==> src/rtl/core/crcsh_pkg.sv <==
// constants and byte update function for the crc32c string hash
// no dependencies
`default_nettype none

package crcsh_pkg;

	localparam int          DATA_BYTES = 8;
	localparam logic [31:0] CRC_START  = 32'hFFFF_FFFF;
	localparam logic [31:0] CRC_POLY   = 32'h82F6_3B78;

	typedef logic [31:0] crc_t;

	// reflected crc-32c over one byte, lsb first
	function automatic crc_t crc_byte(input crc_t crc, input logic [7:0] byte_v);
		crc_t c;
		c = crc ^ {24'h0, byte_v};
		for (int k = 0; k < 8; k++) begin
			c = c[0] ? ((c >> 1) ^ CRC_POLY) : (c >> 1);
		end
		return c;
	endfunction

endpackage

`default_nettype wire

==> src/rtl/core/crc32c_string_hash.sv <==
// crc32c string hash: input register, xor tree, result register
// depends on crcsh_pkg
// flow: input register, xor tree, result register; a stalled result holds both stages
// throughput: one word per cycle unless result_ready stalls, set by the running crc
//   feedback register that closes through the byte xor tree combinationally
// reset: running crc loads all ones, both stages empty
`default_nettype none

module crc32c_string_hash import crcsh_pkg::*; #(
	parameter int BYTES_PER_WORD = 8
) (
	input  wire logic        clk,
	input  wire logic        arst_n,
	input  wire logic        item_valid,
	output logic             item_ready,
	input  wire logic        start_flag,
	input  wire logic [63:0] data_word,
	input  wire logic [3:0]  byte_count,
	input  wire logic        end_flag,
	output logic             result_valid,
	input  wire logic        result_ready,
	output logic [31:0]      crc_value,
	output logic             hash_done
);

	logic        valid_s1;
	logic        start_s1;
	logic [63:0] data_s1;
	logic [3:0]  count_s1;
	logic        end_s1;

	logic        valid_s2;
	crc_t        crc_s2;
	logic        done_s2;

	crc_t        running_crc_q;
	crc_t        crc_next;
	logic        advance;

	assign advance    = !valid_s2 || result_ready;
	assign item_ready = !valid_s1 || advance;

	// bytes past the count leave the crc alone, bytes past the data word are zero
	always_comb begin
		logic [7:0] byte_v;
		crc_next = start_s1 ? CRC_START : running_crc_q;
		for (int i = 0; i < BYTES_PER_WORD; i++) begin
			byte_v = (i < DATA_BYTES) ? data_s1[8*(i % DATA_BYTES) +: 8] : 8'h00;
			if (i < int'(count_s1)) begin
				crc_next = crc_byte(crc_next, byte_v);
			end
		end
	end

	always_ff @(posedge clk or negedge arst_n) begin
		if (!arst_n) begin
			valid_s1      <= 1'b0;
			valid_s2      <= 1'b0;
			running_crc_q <= CRC_START;
		end else begin
			if (item_ready) begin
				valid_s1 <= item_valid;
			end
			if (advance) begin
				valid_s2 <= valid_s1;
			end
			if (valid_s1 && advance) begin
				running_crc_q <= crc_next;
			end
		end
	end

	always_ff @(posedge clk) begin
		if (item_valid && item_ready) begin
			start_s1 <= start_flag;
			data_s1  <= data_word;
			count_s1 <= byte_count;
			end_s1   <= end_flag;
		end
		if (valid_s1 && advance) begin
			crc_s2  <= crc_next;
			done_s2 <= end_s1;
		end
	end

	assign result_valid = valid_s2;
	assign crc_value    = crc_s2;
	assign hash_done    = done_s2;

endmodule

`default_nettype wire

==> config.mk <==
export PLATFORM = sky130hd
export DESIGN_NAME = crc32c_string_hash
export DESIGN_NICKNAME = d
export VERILOG_FILES = /design/src/rtl/core/crcsh_pkg.sv /design/src/rtl/core/crc32c_string_hash.sv
export SDC_FILE = /design/constraint.sdc
export NUM_CORES = 1
export LEC_CHECK = 0
export BUFFER_PORTS_ARGS = -buffer_cell sky130_fd_sc_hd__buf_4
export CAP_MARGIN = 5
export CORE_ASPECT_RATIO = 0.7
export CORE_MARGIN = 3
export CORE_UTILIZATION = 50
export CTS_CLUSTER_DIAMETER = 150
export CTS_CLUSTER_SIZE = 8
export DETAILED_ROUTE_END_ITERATION = 16
export PLACE_DENSITY_LB_ADDON = 0.15
export SETUP_SLACK_MARGIN = 0.1
export SKIP_CTS_REPAIR_TIMING = 1
export SLEW_MARGIN = 20
export SYNTH_ARGS = -nofsm -noshare
export SYNTH_HDL_FRONTEND = slang
export SYNTH_SLANG_ARGS = --single-unit
==> constraint.sdc <==
create_clock -name clk -period 11.8 [get_ports clk]
set_input_delay 0.59 -clock clk [delete_from_list [all_inputs] [get_ports clk]]
set_output_delay 0.59 -clock clk [all_outputs]
set_load 0.01 [all_outputs]
==> impl_summary.md <==
Finish
For this run, the number of standard cells in the final layout without fillers is 2626. Cells with a size suffix above 1 make up 30.06% of the layout. Once layout is complete, the utilization of the core stands at 64.01%. The number of inserted diodes is 0.

The area growth from synthesis to layout is 23.63%. For this run, the post-layout net count is 2223.

Logic synthesis
The flip-flop and latch count after synthesis is 137. After synthesis the cells add up to 17670 um^2. In this run, distinct cell masters in the synthesized netlist total 91.

The share of flip-flops with an asynchronous set or reset after synthesis is 24.82%. The cell taking the most area after synthesis is sky130_fd_sc_hd__xnor2_1. Sorting the synthesized cells by area gives the leading types as sky130_fd_sc_hd__xnor2_1, sky130_fd_sc_hd__edfxtp_1, sky130_fd_sc_hd__xnor3_1. The average size of a mapped cell is 9.417 um^2. The synthesized netlist devotes 0% of its cell area to adder and majority cells.

After synthesis, the largest area contributor takes up 20.53% of total cell area. Measured against the total synthesized area, the mux share comes to 5.156%. The most numerous cell in the Yosys netlist is sky130_fd_sc_hd__xnor2_1. For this run, the leading register cell type out of synthesis is sky130_fd_sc_hd__edfxtp_1.

Summing the areas of all compound-gate instances in the mapped netlist gives 12.88% of the synthesized area. The total number of yosys warnings is 0. The count of flip-flops with a built-in enable after synthesis is 103. The parity-gate share of the synthesized area counting xor and xnor cells is 43.67%.

After synthesis, the largest family of logic cells by area is XOR/XNOR gates. The simple-gate share of the synthesized area is 12.50%. Ranked by instance count, the synthesized netlist is headed by sky130_fd_sc_hd__xnor2_1, sky130_fd_sc_hd__nor2_1, sky130_fd_sc_hd__nand2_1, sky130_fd_sc_hd__xor2_1, sky130_fd_sc_hd__a21oi_1.

The gate count of the mapped netlist is 1876. The net count of the mapped netlist is 1950. The proportion of synthesized chip area in sequential cells is 22.55%.

Setup path
The largest driver fanout on the critical path is 7. The count of cells along the worst register-to-register path is 42. The endpoint of the lowest-slack register-to-register path is running_crc_q[1]. The arrival time at the worst endpoint is 11.88 ns.

On the critical path, the stage with the largest delay is an instance of sky130_fd_sc_hd__dfstp_2. The worst register-to-register path has a setup slack of 0.32 ns. The number of buffers and inverters on the critical path is 7. The critical path launch point type is a register. The most common cell type on the critical path is sky130_fd_sc_hd__buf_4. The setup path with the least slack is of type reg2reg. For the worst setup path, the data required time is 12.20 ns. The worst flop-to-flop path startpoint is running_crc_q[4].

The biggest cell delay along the critical path is 0.59 ns. The cell family contributing the most delay on the critical path is XOR/XNOR gates. The worst setup path is captured at a register.

CTS
The maximum level of the CTS H-tree is 4. The clock sink total is 137. Buffers inserted during clock tree synthesis total 17.

In this run the deepest clock path goes through 2 buffers. For the worst-skew pair, the clock arrives at the later sink with an insertion delay of 0.47 ns. The tree is rooted in a sky130_fd_sc_hd__clkbuf_16.

After clock tree synthesis, the clock-pin slew on the worst setup and hold paths is 0.07 ns. The clock tree from TritonCTS is built.

Floorplan
The placement row count is 56. The total area inside the core boundary comes to 34120 um^2. The boundary pin count is 109. The starting density of the core is 51.77%. The die area is 37660 um^2. The height of the die is 163.3 um. In this run the horizontal extent of the chip is 230.7 um.

Global route
The largest net degree at the start of global routing is 71. The global route total overflow is 0. Global routing used 30.67% of the available tracks. The via count of the first global-routing pass was 13.78k.

The global-route wire length before repair is 86390 um. The initial antenna violation count came to 0.

Timing
The headroom to the max-slew limit is 35.20%. In the final timing run, aggregate negative setup slack is 0 ns. Setup repair after global routing left no endpoint under its margin. The number of slew-limit violations in the final report is 0. The number of hold violations in the final report is 0. The maximum frequency from static timing analysis is 87.12 MHz. After layout, the minimum clock period comes to 11.48 ns. The final critical path takes up 97.27% of the cycle. Setup violations remaining at the end of the flow were counted as 0. The worst-case setup margin in the final layout is 0.3222 ns.

For the pin with the worst max-slew slack, the measured transition is 0.9697 ns. The worst-case clock skew is 0.01184 ns.

Run status
The run finished with clean final reports.

Detailed routing
The routed design uses 23740 um of met2 wire. For this run, design rule violations remaining after detail routing come to 0. Detailed routing inserted a total of 14.96k vias. The post-route antenna net violation count is 0. For this block, wires on met1 add up to 28270 um. After the first detailed-routing iteration, the DRC count stood at 1525. The length of routed met3 wiring is 6382 um.

Dividing the detail-routed via count by the number of cells gives 5.698. The number of detailed-routing iterations run before antenna repair is 5. The post-detailed-routing wire length is 59120 um.

The highest metal layer with signal wires is met4. The average wire per standard cell is 22.51 um.

Place
The worst slack after detailed placement is -0.3774 ns. The number of input and output port buffers inserted is 108. Once placement completed, the tool counted placed cells totaling 2527. Detailed placement ended at an HPWL of 46810 um.

The congestion estimate from routability-driven global placement came to 0.9747.

Job
The max-cap check violation count is 0.

Worst hold path
The path class of the lowest-slack min-delay path is in2async.
metrics by stage:
stage	cell area [um^2]	hold slack, ns
2_1_floorplan	17670	0.2944
3_3_place_gp	20020	0.4039
3_5_place_dp	20020	0.4054
4_1_cts	20580	0.06538
5_1_grt	21840	0.08037
6_report	21840	0.06338
layout by cell type, fill, tap and decap left out, types with 7 or more instances in the layout:
cell type and count:
sky130_fd_sc_hd__inv_1 17, sky130_fd_sc_hd__a21oi_2 11, sky130_fd_sc_hd__xnor2_2 44, sky130_fd_sc_hd__xor2_2 15, sky130_fd_sc_hd__xnor2_4 12, sky130_fd_sc_hd__xnor3_1 61, sky130_fd_sc_hd__o21ai_0 78, sky130_fd_sc_hd__edfxtp_1 103
sky130_fd_sc_hd__or3_1 13, sky130_fd_sc_hd__xnor3_2 12, sky130_fd_sc_hd__a211oi_2 7, sky130_fd_sc_hd__nor3_1 28, sky130_fd_sc_hd__buf_4 354, sky130_fd_sc_hd__nand3_1 25, sky130_fd_sc_hd__o21ai_1 14, sky130_fd_sc_hd__o211a_1 9
sky130_fd_sc_hd__o211ai_1 20, sky130_fd_sc_hd__nand2b_1 11, sky130_fd_sc_hd__a211o_1 9, sky130_fd_sc_hd__clkbuf_16 17, sky130_fd_sc_hd__xor2_1 131, sky130_fd_sc_hd__nor2_1 187, sky130_fd_sc_hd__xnor2_1 389, sky130_fd_sc_hd__a21oi_1 114
sky130_fd_sc_hd__xor3_1 16, sky130_fd_sc_hd__and2_1 11, sky130_fd_sc_hd__a211oi_1 12, sky130_fd_sc_hd__nand2_1 147, sky130_fd_sc_hd__mux2_2 30, sky130_fd_sc_hd__and3_1 8, sky130_fd_sc_hd__dfstp_2 30, sky130_fd_sc_hd__mux2i_1 38
worst max path at each step:
stage | depth (start not counted) | from | end | slack, ns
after global placement | 41 | data_s1[4] | running_crc_q[3] | -0.26
after CTS | 39 | start_s1 | running_crc_q[1] | -0.43
after floorplan | 39 | running_crc_q[4] | running_crc_q[11] | 0.39
final | 42 | running_crc_q[4] | running_crc_q[1] | 0.32
after detailed placement | 39 | start_s1 | running_crc_q[3] | -0.38
after global routing | 40 | running_crc_q[5] | running_crc_q[1] | 0.02
area by class of cell:
cell class | count | area [um^2]
multi-input combinational | 1611 | 13850
fill | 2871 | 12280
sequential | 137 | 3991
timing repair buffer | 362 | 2783
tap | 464 | 580.6
clock buffer | 18 | 429.2
clock inverter | 14 | 132.6
inverter | 20 | 75.07
kinds of logic after synthesis:
kind of cell           Yosys count
AO/OA/AOI/OAI                  350
XOR/XNOR                       689
buffers and inverters          128
flip-flops                     137
multiplexers                    80
AND/OR/NAND/NOR                492
metal layers:
metal | global-route usage, % | vias to the layer above
li1 | - | 6997
met1 | 47.83 | 7254
met2 | 42.19 | 667
met3 | 8.508 | 45
met4 | 5.348 | 0
met5 | 0 | -
sequential cells by signal, summed over array words and instances (netlist names):
| register | cells |
|---|---|
| count_s1 | 4 |
| result_valid | 1 |
| hash_done | 1 |
| data_s1 | 64 |
| end_s1 | 1 |
| running_crc_q | 32 |
| valid_s1 | 1 |
| start_s1 | 1 |
| crc_value | 32 |
worst register-to-register path: cells and delay by family, from the launching register on:
family / cells / cell delay (ns)
buffers and inverters: 7 / 1.21
flip-flops: 1 / 0.59
AO/OA/AOI/OAI: 9 / 2.47
multiplexers: 3 / 0.79
AND/OR/NAND/NOR: 9 / 1.87
XOR/XNOR: 14 / 4.51
Power is not shown: default switching activity piles up to over one toggle a cycle in this logic, so the estimate is an artifact.
